File: config.mk
export PLATFORM = sky130hd
export DESIGN_NAME = rhsm_ring
export DESIGN_NICKNAME = d
export VERILOG_FILES = /design/src/rhsm_ring.sv
export SDC_FILE = /design/constraint.sdc
export NUM_CORES = 2
export LEC_CHECK = 0
export BUFFER_PORTS_ARGS = -buffer_cell sky130_fd_sc_hd__buf_2
export CORE_AREA = 5 5 571 573
export DETAILED_ROUTE_END_ITERATION = 8
export DIE_AREA = 0 0 576 578
export PLACE_DENSITY = 0.41
export SYNTH_ARGS = -nofsm -noshare
export SYNTH_HDL_FRONTEND = slang
export SYNTH_SLANG_ARGS = --single-unit
export TNS_END_PERCENT = 100
File: constraint.sdc
create_clock -name aclk -period 2.25 [get_ports aclk]
set_input_delay 0.3375 -clock aclk [delete_from_list [all_inputs] [get_ports aclk]]
set_output_delay 0.3375 -clock aclk [all_outputs]
set_load 0.005 [all_outputs]
File: src/rhsm_ring.sv
// ----------------------------------------------------------------------------
// Window byte ring
// Single-port-write, registered-read store of recent text bytes.
// ----------------------------------------------------------------------------
module rhsm_ring #(
    parameter int DEPTH = 256,
    parameter int AW    = 8
) (
    input  logic          aclk,
    input  logic          wr_en,
    input  logic [AW-1:0] wr_addr,
    input  logic [7:0]    wr_data,
    input  logic          rd_en,
    input  logic [AW-1:0] rd_addr,
    output logic [7:0]    rd_data
);

    logic [7:0] mem [DEPTH];
    logic [7:0] rd_data_reg;

    // Read returns the stored byte before a same-cycle write lands
    always_ff @(posedge aclk) begin
        if (wr_en) begin
            mem[wr_addr] <= wr_data;
        end
        if (rd_en) begin
            rd_data_reg <= mem[rd_addr];
        end
    end

    assign rd_data = rd_data_reg;

endmodule

# After elaboration in Yosys (flattened, before gate mapping)

Memories as Yosys holds them, arrays and structs flattened. A register that Yosys moved wholly into a read port is not among the register bits.
Cells that the tools add are included.

RAM bits: 2048
Bits of input ports: 27
Output and inout port bits: 8
Word-level logic and storage cells: 3
Flip-flop bits (word level): 0
Memories kept: 1

Memories:

| name | depth | width | read ports | clocked after Yosys merged registers in | wr ports | RTL line | RTL |
|---|---|---|---|---|---|---|---|
| mem  | 256   | 8     | 1          | 1                                       | 1        | 18       | `logic [7:0] mem [DEPTH];` |

Muxes and demuxes: 2

Operators with widths:

| cell   | number |
|---|---|
| $mux 1 | 2 |

# Logic depth before layout (Yosys ltp)

Word-level depth: 2
Gate-level depth with buffers: 11
Gate-level depth less buffers: 6

# Worst setup path after synthesis

Ideal clock, no wire load.

Kind: input to register
From: input port rd_addr[0]
To: register rd_data_reg[2] (netlist: rd_data[2]), read port of mem (data pin)
Setup slack: -164 ps
Setup time: 269 ps
Stages on the path: 9
Data arrival time: 2145 ps
Required time: 1981 ps
Buffers on the path: 4
Path through: buf_6 > buf_12 > buf_8 > buf_2 > mux4_2 > a22oi_1 > a21oi_1 > nor4_1 > nor4_2

RTL lines:

| what               | RTL line | RTL |
|---|---|---|
| start: declaration | 14       | `input logic [AW-1:0] rd_addr,` |
| end: declaration   | 19       | `logic [7:0] rd_data_reg;` |

==> impl_metrics.yaml <==
outcome:
  status: "finished, violations left"
  violations: "negative setup slack"
setup_path:
  cp_slowest_cell: "mux4_2"
  arrival_ns: 3.04
  endpoint_kind: "flop"
  path_common_cell: "mux4_2"
  crit_family: "multiplexers"
  worstPathCellList: "mux4_2 -> mux4_2 -> nor2b_4 -> nor4_4 -> buf_4 -> nor4_2"
  cp_data_required_time_ns: 2.89
  path_buf_inv: 1
  cp_max_fo: 1
  startpoint_type: "flop"
  worstSetupPathType: "reg -> reg"
  cpPeakStageDelay_ns: 0.58
timing:
  hold_viol: 0
  fmax_mhz: 417
  slew_violations: 0
  rsz0062_at_grt: "true"
  worst_slack_ns: -0.148
  relSlewSlack_pct: 32.2
  report.final.setup_viol: 7
  period_share_pct: 107
  fin_skew_ns: 0.0815
  worstMarginPinSlew_ns: 1.02
  min_period_ns: 2.40
  timing.hold.ws_ns: 0.206
floorplan:
  fp.coreArea_um2: 320000
  rows: 208
  pin_count: 35
  die_w_um: 576
  start_util_pct: 24.9
  die_y_um: 578
  dieArea_um2: 333000
synthesis:
  synth_area_um2: 79600
  yosysTopAreaCell: "edfxtp_1"
  async_reset_ff_share_pct: 0
  ys_seq_area_share_pct: 77.5
  synth_edf_count: 2056
  avgSynthCellArea_um2: 21.3
  synth_top_area_share_pct: 77.5
  yosys_register_bits: 2056
  yosysUniqueCellTypes: 54
  syn_inst: 3733
  synthFlopType: "edfxtp_1"
  synth_warnings: 0
  synth_nets: 3760
  synth_area_leaders: "edfxtp_1 (78%), mux4_2 (13%), mux2i_1 (1.7%)"
pwr:
  leakagePower_uw: 0.0318
  cellPowerDensity_nw_per_um2: 852
  vdd_drop_max_mv: 0.655
global_routing:
  grt_pass1_vias: 42800
  overflow: 0
  antenna_found_initial: 30
  grtUsageMet2_pct: 23.4
  grt_max_degree: 88
  met1_usage_pct: 20.4
  busiest_layer: "met2"
  grt_pass1_wl_um: 345000
  track_usage_pct: 14.5
  grt_util_met3_pct: 2.21
placed_design:
  portBuffers: 34
  place_area_um2: 91100
  place_congestion: 0.802
  hpwl_um: 165000
route:
  drtIter0Drc: 3687
  drt-total-wl_um: 246000
  vias: 41000
  ant_nets: 0
  vias_per_cell: 4.57
  first_pass_iters: 5
  drc: 0
  wl_per_cell_um: 27.4
clocking:
  clk_path_buf_depth: 4
  tritoncts: "done"
  cts.sinks: 2056
  cts_buffers: 231
  clkTransAtPathRegs_ns: 0.06
  h-tree-depth: 4
  root_buffer: "clkbuf_16"
  clkLatencyLatePin_ns: 0.90
layout:
  drive_above_1_share_pct: 36.1
  largest_register_ffs: 2048
  fin_area_um2: 99300
  fin_util_pct: 31.0
  fillers: 30900
  fin_nets: 4604
  syn2layout_area_growth_pct: 24.7
job:
  drv_cap: 0
worst_hold_path:
  hp-class: "in -> reg"
## tightest hold or removal path, stage by stage
cell and delay, ns:
buf_2 0.16, nand3_1 0.17, nor2_1 0.06, buf_4 0.18
## synth_stat cells (8+ instances only)
library cell,number
nand4_1,10
a211oi_1,16
buf_2,31
buf_6,21
buf_12,8
o22ai_1,28
mux4_2,454
nor4_1,24
o221ai_1,46
clkbuf_1,111
a221oi_1,13
o211ai_1,10
nand3_1,34
a21oi_1,96
buf_4,27
nand2b_1,8
a22o_1,8
nor2_1,282
o21ai_0,10
mux2i_1,134
a22oi_1,133
buf_1,22
buf_8,13
nor3_1,22
nand2_1,33
edfxtp_1,2056
nor2b_1,31
## power by group
group          total (uW)  internal, uW  switching, uW
clock network       37200         21800          15400
logic                5080          2020           3070
registers           42300         42200           79.2
## cells in the final DEF (no fill, tap or decap), types with 9 or more instances in the layout
cell type	Yosys	final
clkinv_1	1	49
nand3_1	34	23
buf_4	27	694
buf_12	8	96
nand3_2	0	11
edfxtp_1	2056	2056
dlygate4sd3_1	0	9
o21ai_0	10	10
a211oi_1	16	9
clkbuf_1	111	48
nand2_1	33	33
o221ai_1	46	44
o211ai_1	10	10
clkbuf_16	0	233
nor4_2	3	14
nor3_1	22	12
bufinv_16	0	26
o22ai_1	28	27
a22oi_1	133	129
clkinv_2	0	40
mux4_2	454	454
nand4_1	10	10
nor2_1	282	275
nor2b_1	31	23
buf_8	13	9
buf_2	31	22
a21oi_1	96	87
mux2i_1	134	134
## cell type report
class	instances	area, um^2	share of cell area [%]
flip-flops and latches	2056	61700	62.2
multi-input cells	1442	17200	17.3
repair buffers	844	7730	7.79
clock buffers	279	5960	6.00
well taps	4200	5260	5.29
clock inverters	137	1420	1.43
diodes	7	17.5	0.0176
inverters	2	7.51	0.00756
## path summary, 6_finish.rpt
path         startpoint          end  slack [ns]  cells past startpoint
max          mem[83][2]   rd_data[2]       -0.15                      6
min          wr_addr[1]  mem[163][2]        0.21                      4
max reg2reg  mem[83][2]   rd_data[2]       -0.15                      6
min reg2reg  mem[33][5]   rd_data[5]        1.17                      7
## timing repair
action,in CTS,in global routing
endpoints found under the setup margin,8,8
gates resized for setup,77,41
gates cloned,0,2
hold buffers,9,0
hold endpoints to repair,290,0
pin swaps,27,16
buffers inserted,0,7
## through the flow
step	setup TNS, ns	total power [uW]	worst slack [ns]	instances
after global routing	-1.13	87500	-0.245	8964
after detailed placement	-11.06	48100	-1.87	8531
after floorplan	-0.271	45200	-0.0449	3733
final	-0.769	84600	-0.148	8967
after CTS	-1.10	85800	-0.205	8951
after global placement	-11.24	48100	-1.90	8531
## layer usage
layer  share of wire [%]  vias up
met5              0.0049        -
met4                 2.9        2
met3                 5.1      354
met2                  47     1080
met1                  45    22100
li1                    -    17400
## logic make-up after synthesis
logic type / after synthesis / share of synthesized area [%]
AOI/OAI and AO/OA: 385 / 3.42
buffers and inverters: 235 / 1.83
DFF: 2056 / 77.5
muxes: 591 / 14.6
and+or+nand+nor: 466 / 2.63
(Power assumes the default switching activity.)
