## src/rhsm_pkg.sv

```systemverilog
// ----------------------------------------------------------------------------
// Rolling hash matcher package
// Hash constants, operation codes and the modular unit request/response types.
// ----------------------------------------------------------------------------
package rhsm_pkg;

    localparam int HASH_W = 30;

    localparam logic [HASH_W-1:0] HASH_BASE     = 30'd100050001;
    localparam logic [HASH_W-1:0] HASH_BASE_INV = 30'd678791932;
    localparam logic [HASH_W-1:0] HASH_MOD      = 30'd1000000007;

    // Barrett reciprocal floor(2^60 / HASH_MOD), fits in 31 bits
    localparam logic [63:0] BARRETT_MU_FULL = 64'h1000_0000_0000_0000 / 64'd1000000007;
    localparam logic [30:0] BARRETT_MU      = BARRETT_MU_FULL[30:0];

    localparam logic [1:0] OP_START   = 2'd0;
    localparam logic [1:0] OP_PATTERN = 2'd1;
    localparam logic [1:0] OP_TEXT    = 2'd2;

    // Request to the shared unit: value = (a * b + c) mod HASH_MOD
    typedef struct packed {
        logic              start;
        logic [HASH_W-1:0] a;
        logic [HASH_W-1:0] b;
        logic [HASH_W-1:0] c;
    } mm_req_t;

    typedef struct packed {
        logic              done;
        logic [HASH_W-1:0] value;
    } mm_rsp_t;

endpackage

```

## src/rhsm_mulmod.sv

```systemverilog
// ----------------------------------------------------------------------------
// Modular multiply-add unit
// Computes (a * b + c) mod M on one shared multiplier, using Barrett
// reduction with two final corrections.
// ----------------------------------------------------------------------------
module rhsm_mulmod (
    input  logic             aclk,
    input  logic             aresetn,
    input  rhsm_pkg::mm_req_t req,
    output rhsm_pkg::mm_rsp_t rsp
);

    typedef enum logic [4:0] {
        MM_IDLE = 5'b00001,
        MM_PROD = 5'b00010,
        MM_QEST = 5'b00100,
        MM_QMUL = 5'b01000,
        MM_CORR = 5'b10000
    } mm_state_t;

    localparam logic [31:0] MOD32  = {2'b00, rhsm_pkg::HASH_MOD};
    localparam logic [31:0] MOD2X  = {1'b0, rhsm_pkg::HASH_MOD, 1'b0};

    mm_state_t   state_reg;
    mm_state_t   state_next;

    logic [29:0] a_reg;
    logic [29:0] b_reg;
    logic [29:0] c_reg;
    logic [59:0] x_reg;
    logic [61:0] t_reg;

    logic [30:0] mul_a;
    logic [30:0] mul_b;
    logic [61:0] prod;
    logic [31:0] r_raw;
    logic [31:0] r_fix;

    always_comb begin
        case (state_reg)
            MM_PROD: begin
                mul_a = {1'b0, a_reg};
                mul_b = {1'b0, b_reg};
            end
            MM_QEST: begin
                mul_a = x_reg[59:29];
                mul_b = rhsm_pkg::BARRETT_MU;
            end
            MM_QMUL: begin
                mul_a = t_reg[61:31];
                mul_b = {1'b0, rhsm_pkg::HASH_MOD};
            end
            default: begin
                mul_a = '0;
                mul_b = '0;
            end
        endcase
    end

    assign prod = 62'(mul_a) * 62'(mul_b);

    // Remainder is below 3M, so the low 32 bits carry it exactly
    always_comb begin
        r_raw = x_reg[31:0] - t_reg[31:0];
        if (r_raw >= MOD2X) begin
            r_fix = r_raw - MOD2X;
        end else if (r_raw >= MOD32) begin
            r_fix = r_raw - MOD32;
        end else begin
            r_fix = r_raw;
        end
    end

    always_comb begin
        case (state_reg)
            MM_IDLE: state_next = req.start ? MM_PROD : MM_IDLE;
            MM_PROD: state_next = MM_QEST;
            MM_QEST: state_next = MM_QMUL;
            MM_QMUL: state_next = MM_CORR;
            MM_CORR: state_next = MM_IDLE;
            default: state_next = MM_IDLE;
        endcase
    end

    always_ff @(posedge aclk) begin
        if (!aresetn) begin
            state_reg <= MM_IDLE;
        end else begin
            state_reg <= state_next;
        end
    end

    always_ff @(posedge aclk) begin
        case (state_reg)
            MM_IDLE: begin
                a_reg <= req.a;
                b_reg <= req.b;
                c_reg <= req.c;
            end
            MM_PROD: x_reg <= prod[59:0] + 60'(c_reg);
            MM_QEST: t_reg <= prod;
            MM_QMUL: t_reg <= prod;
            default: ;
        endcase
    end

    assign rsp.done  = (state_reg == MM_CORR);
    assign rsp.value = r_fix[29:0];

endmodule

```

## config.mk

```make
export PLATFORM = sky130hd
export DESIGN_NAME = rhsm_mulmod
export DESIGN_NICKNAME = d
export VERILOG_FILES = /design/src/rhsm_pkg.sv /design/src/rhsm_mulmod.sv
export SDC_FILE = /design/constraint.sdc
export NUM_CORES = 2
export LEC_CHECK = 0
export BUFFER_PORTS_ARGS = -buffer_cell sky130_fd_sc_hd__buf_2
export CAP_MARGIN = 15
export CORE_MARGIN = 4
export CORE_UTILIZATION = 50
export CTS_CLUSTER_DIAMETER = 30
export DETAILED_ROUTE_END_ITERATION = 10
export HOLD_SLACK_MARGIN = 0.1
export PLACE_DENSITY = 0.77
export SLEW_MARGIN = 40
export SYNTH_ARGS = -nofsm -noshare
export SYNTH_HDL_FRONTEND = slang
export SYNTH_SLANG_ARGS = --single-unit
```

## constraint.sdc

```tcl
create_clock -name aclk -period 17.2 [get_ports aclk]
set_input_delay 0.86 -clock aclk [delete_from_list [all_inputs] [get_ports aclk]]
set_output_delay 0.86 -clock aclk [all_outputs]
set_load 0.1 [all_outputs]
```

; Word-level counts from Yosys, hierarchy flattened
; Index checks and enable logic that the tools add are counted.
[op_classes]
addsub = 4
n_mul = 1
order_cmp = 2
n_eq_ne = 5
mux = 6
n_reduce_logical = 1
[op_table]
columns = cell, n
row1 = 31-bit one-hot mux with 3 select lines, 2
row2 = 31-bit by 31-bit multiplier with 62-bit output, 1
row3 = 60-bit by 30-bit adder with 60-bit output, 1
row4 = 30-bit 2-to-1 mux, 2
row5 = "30-bit subtractor, second input constant", 2
row6 = "32-bit by 30-bit greater-or-equal comparator with 1-bit output, second input constant", 1
row7 = "32-bit by 31-bit greater-or-equal comparator with 1-bit output, second input constant", 1
row8 = 32-bit subtractor, 1
row9 = 5-bit one-hot mux with 4 select lines, 1
row10 = "5-bit by 1-bit == test with 1-bit output, second input constant", 1
row11 = "5-bit by 2-bit == test with 1-bit output, second input constant", 1
row12 = "5-bit by 3-bit == test with 1-bit output, second input constant", 1
row13 = "5-bit by 4-bit == test with 1-bit output, second input constant", 1
row14 = "5-bit == test, second input constant", 1
row15 = 2-bit 2-to-1 mux, 1
row16 = 2-bit OR reduction, 1
[word_totals]
register_bits = 217
inputBits = 93

; Depth between registers and ports, before layout
[logic_depth]
depth_word = 4
mapped_depth = 45

; Worst setup path before layout
; Ideal clock, no wire load.
[synth_timing]
kind = register -> register
start = register state_reg[3]
end = register x_reg[55] (data pin)
setup_ns = 0.276
arrival_ns = 11.940
slack_ns = 4.984
path_stages_with_launch = 45
path_buffers = 5
synth_period_minus_slack_ns = 12.216
cell_sequence = dfxtp_1 > or3_1 > nor3b_1 > clkbuf_1 > or2_2 > clkbuf_1 > a21o_1 > clkbuf_1 > clkbuf_1 > nand2_1 > fa_1 > inv_1 > fa_1 > fa_1 > inv_1 > fa_1 > inv_1 > fa_1 > (+9 left out) > o21ai_0 > a211o_1 > nand2_1 > nand2_1 > a31oi_1 > o21ai_0 > xor2_1 > ha_1 > nand4_1 > nor2_1 > nand4_1 > o21ai_0 > a21o_1 > a21oi_1 > or4_1 > clkbuf_1 > nor4b_2 > xor2_1
[synth_via]
elab_chain_len = 4
word_cells_on_any_way = 7
classes_between = add/sub: 1 / mul: 1 / eq/ne: 3 / mux: 2
[synth_rtl]
columns = element, line_no
row1 = start: declaration, rhsm_mulmod.sv:24  ; mm_state_t state_reg;
row2 = start signal: assignment, rhsm_mulmod.sv:89  ; state_reg <= state_next;
row3 = 5-bit by 4-bit == test with 1-bit output (tied with other cells), rhsm_mulmod.sv:40  ; case (state_reg)
row4 = 31-bit one-hot mux with 3 select lines, rhsm_mulmod.sv:40
row5 = 31-bit by 31-bit multiplier with 62-bit output *, rhsm_mulmod.sv:60  ; assign prod = 62'(mul_a) * 62'(mul_b);
row6 = net prod[24], rhsm_mulmod.sv:35  ; logic [61:0] prod;
row7 = 60-bit by 30-bit adder with 60-bit output *, rhsm_mulmod.sv:100  ; MM_PROD: x_reg <= prod[59:0] + 60'(c_reg);
row8 = end signal: assignment, rhsm_mulmod.sv:100
row9 = end: declaration, rhsm_mulmod.sv:30  ; logic [59:0] x_reg;
; Mark *: on every way through the listed nets, which the timed path passes. The rest lies on a longest branch.
; A chain may end at the register's enable or synchronous reset.

; Worst setup path after layout
[layout_timing]
start = register state_reg[4]
end = register x_reg[54] (data pin)
; Same word-level chain as after synthesis.

==> qor.txt <==
crit path launch type: flip-flop
cell repeated most along the worst path: fa_1
Worst EP arrival: 12,280 ps
P_leak: 22.6 nW
Final Hold Fails: 0
Initial Util: 50.5%
Slew HR: 35.2%
multiplexer share of the synthesized area: 0.256%
Root Driver: clkbuf_16
Cell Area, Synth: 43,900 sq um
hpwl dp: 111,000 microns
crit-path max cell delay: 830 ps
combinational family with the most area after synthesis: adder cells
Compound-Gate Fraction of Synth Area: 9.21%
Sum Neg Setup Slack: 0 ps
Clock Path Buffers: 3
post-CTS resize count: 0
post-CTS setup buffers: 0
DR vias/cell: 5.95
Vias: 35,987
DR DRC count: 0
Req. time, crit path: 17,540 ps
FP Rows: 108
1st-pass router iterations: 9
FMAX: 83.7 MHz
fin. max-slew vios: 0
core area: 87,000 sq um
dpl cell area: 45,700 sq um
RD Place Congestion: 1.01
grt ovf: 0
CTS tree: built
FFs w/ async S/R, synth: 0%
Synth cell types: 106
final setup vio count: 0
vias in the first global route: 37,215
Die Y: 304 microns
Hold Crit Class: in -> reg
# fillers: 7,705
Setup Skew: 47.9 ps
largest net degree at the start of global routing: 111
Skew-Pair Late Insertion Delay: 640 ps
register clock-pin slew on the reported worst setup and hold paths: 60 ps
Global Route Usage Sum: 30.7%
top_reg_cell synth: edfxtp_1
I/O Pins: 124
worst-path maximum fanout: 110
first-pass GRT wire length: 217,000 microns
synth warn: 0
Die Width: 304 microns
final period utilization: 69.5%
cts bufs inserted: 51
worst slew pin tran: 970 ps
status: completed
RSZ-0062 raised after global routing: no
number of I/O port buffers: 123
Hold Buf Count CTS: 0
critical path's slowest cell: a21o_1
Mapped Avg Cell Area: 9.07 sq um
crit path capture type: flip-flop
share of layout cells above drive strength 1: 7.36%
initial antenna violation count: 7
Synth Area in Adders: 47.3%
power density over cell area: 40.9 nW/um^2
worst vdd ir: 0.102 mV
DR iter-0 viols: 3,741
final core utilization: 54.6%
Routed Antenna Nets: 0
WS Path Type: reg -> reg
R2R setup slack: 5250 ps
Seq cells post-synth: 217
WL per Instance: 23.6 microns
Post-Synth Simple-Gate Area: 15.3%
EDFF count, synth: 212
area grow syn2layout: 8.05%
sequential area share after synthesis: 14.7%
Final Non-Filler Cells: 6,048
WL final: 143,000 microns
Cells after Synth: 4,844
cell area after layout: 47,500 sq um
Die ar.: 92,700 sq um
max reg flops: 62
Post-Synth XOR/XNOR Area: 2.99%
Total Nets Final: 6,098
H-tree levels: 2
min Tclk post-route: 11,950 ps
dpl cells: 5,949
Clock Sinks: 217
final total power: 1.94 mW
MaxCap Viol Count: 0
synthesized netlist by cell type (17+ instances only):
master / n / area share, %
a211oi_1: 17 / 0.29
a21o_1: 79 / 1.3
a21oi_1: 161 / 1.8
a22oi_1: 33 / 0.56
a31oi_1: 17 / 0.24
and2_1: 70 / 1.0
and3_1: 27 / 0.38
buf_2: 19 / 0.22
clkbuf_1: 196 / 1.7
edfxtp_1: 212 / 14
fa_1: 839 / 38
ha_1: 319 / 9.1
inv_1: 925 / 7.9
nand2_1: 624 / 5.3
nand2b_1: 18 / 0.26
nand3_1: 32 / 0.36
nand4_1: 38 / 0.54
nor2_1: 579 / 4.9
nor3_1: 43 / 0.49
nor4_1: 18 / 0.26
o211ai_1: 17 / 0.29
o21a_1: 24 / 0.41
o21ai_0: 89 / 1.0
or3_1: 22 / 0.31
xnor2_1: 97 / 1.9
xor2_1: 53 / 1.1
metal layers:
metal	routed length, microns	up-vias	GRT usage [%]
li1	-	15207	-
met1	48600	17784	36.4
met2	64000	2317	48.4
met3	16600	673	8.61
met4	13300	6	21.7
met5	37	-	0
cells by family after synthesis:
logic type	Yosys count
adder cells (fa/ha/maj)	1158
XOR/XNOR	150
other	2
buffers and inverters	1166
AND/OR/NAND/NOR	1551
multiplexers	11
AO/OA/AOI/OAI	589
flip-flops	217
path summary, 6_finish.rpt:
check / startpoint / endpoint / cells after the start
worst min register to register: c_reg[0] / x_reg[0] / 1
worst min-delay path: req[86] / a_reg[26] / 1
worst max-delay path: state_reg[4] / x_reg[54] / 33
worst max register to register: state_reg[4] / x_reg[54] / 33
layout by cell type (no fill, tap or decap), types with 24 or more instances in the layout:
cell type    n
a21o_1      77
a21oi_1    152
a22oi_1     33
and2_1      58
and3_1      27
buf_2      124
buf_4       57
clkbuf_16   55
edfxtp_1   212
fa_1       839
ha_1       319
inv_1      925
nand2_1    617
nand3_1     32
nand4_1     38
nor2_1     579
nor3_1      42
o21a_1      24
o21ai_0     89
xnor2_1     97
xor2_1      53
layout make-up:
cell class,count,area (sq um),area share [%]
sequential,217,6470,13.6
multi-input combinational,3465,33200,69.9
timing repair buffer,187,1140,2.39
tap,1155,1450,3.04
clock inverter,34,342,0.719
antenna,4,10.0,0.0211
clock buffer,61,1420,2.99
inverter,925,3470,7.31
critical path, delay by kind of cell (launching register included):
kind / cells / cell delay [ps]
compound gates: 6 / 2190
xor+xnor: 2 / 310
fa+ha+maj: 10 / 4800
buf+inv: 6 / 730
flops: 1 / 340
simple gates: 9 / 3040
through the flow:
stage	setup WS, ps	hold slack, ps
3_3_place_gp	5120	554
2_1_floorplan	4980	526
5_1_grt	4690	371
4_1_cts	5140	357
3_5_place_dp	5240	568
6_report	5250	392
power breakdown:
part | total [mW] | switching (mW) | internal (mW)
Combinational | 0.312 | 0.228 | 0.0842
Clock | 0.992 | 0.342 | 0.650
Sequential | 0.636 | 0.0221 | 0.614
(Power assumes the default switching activity.)
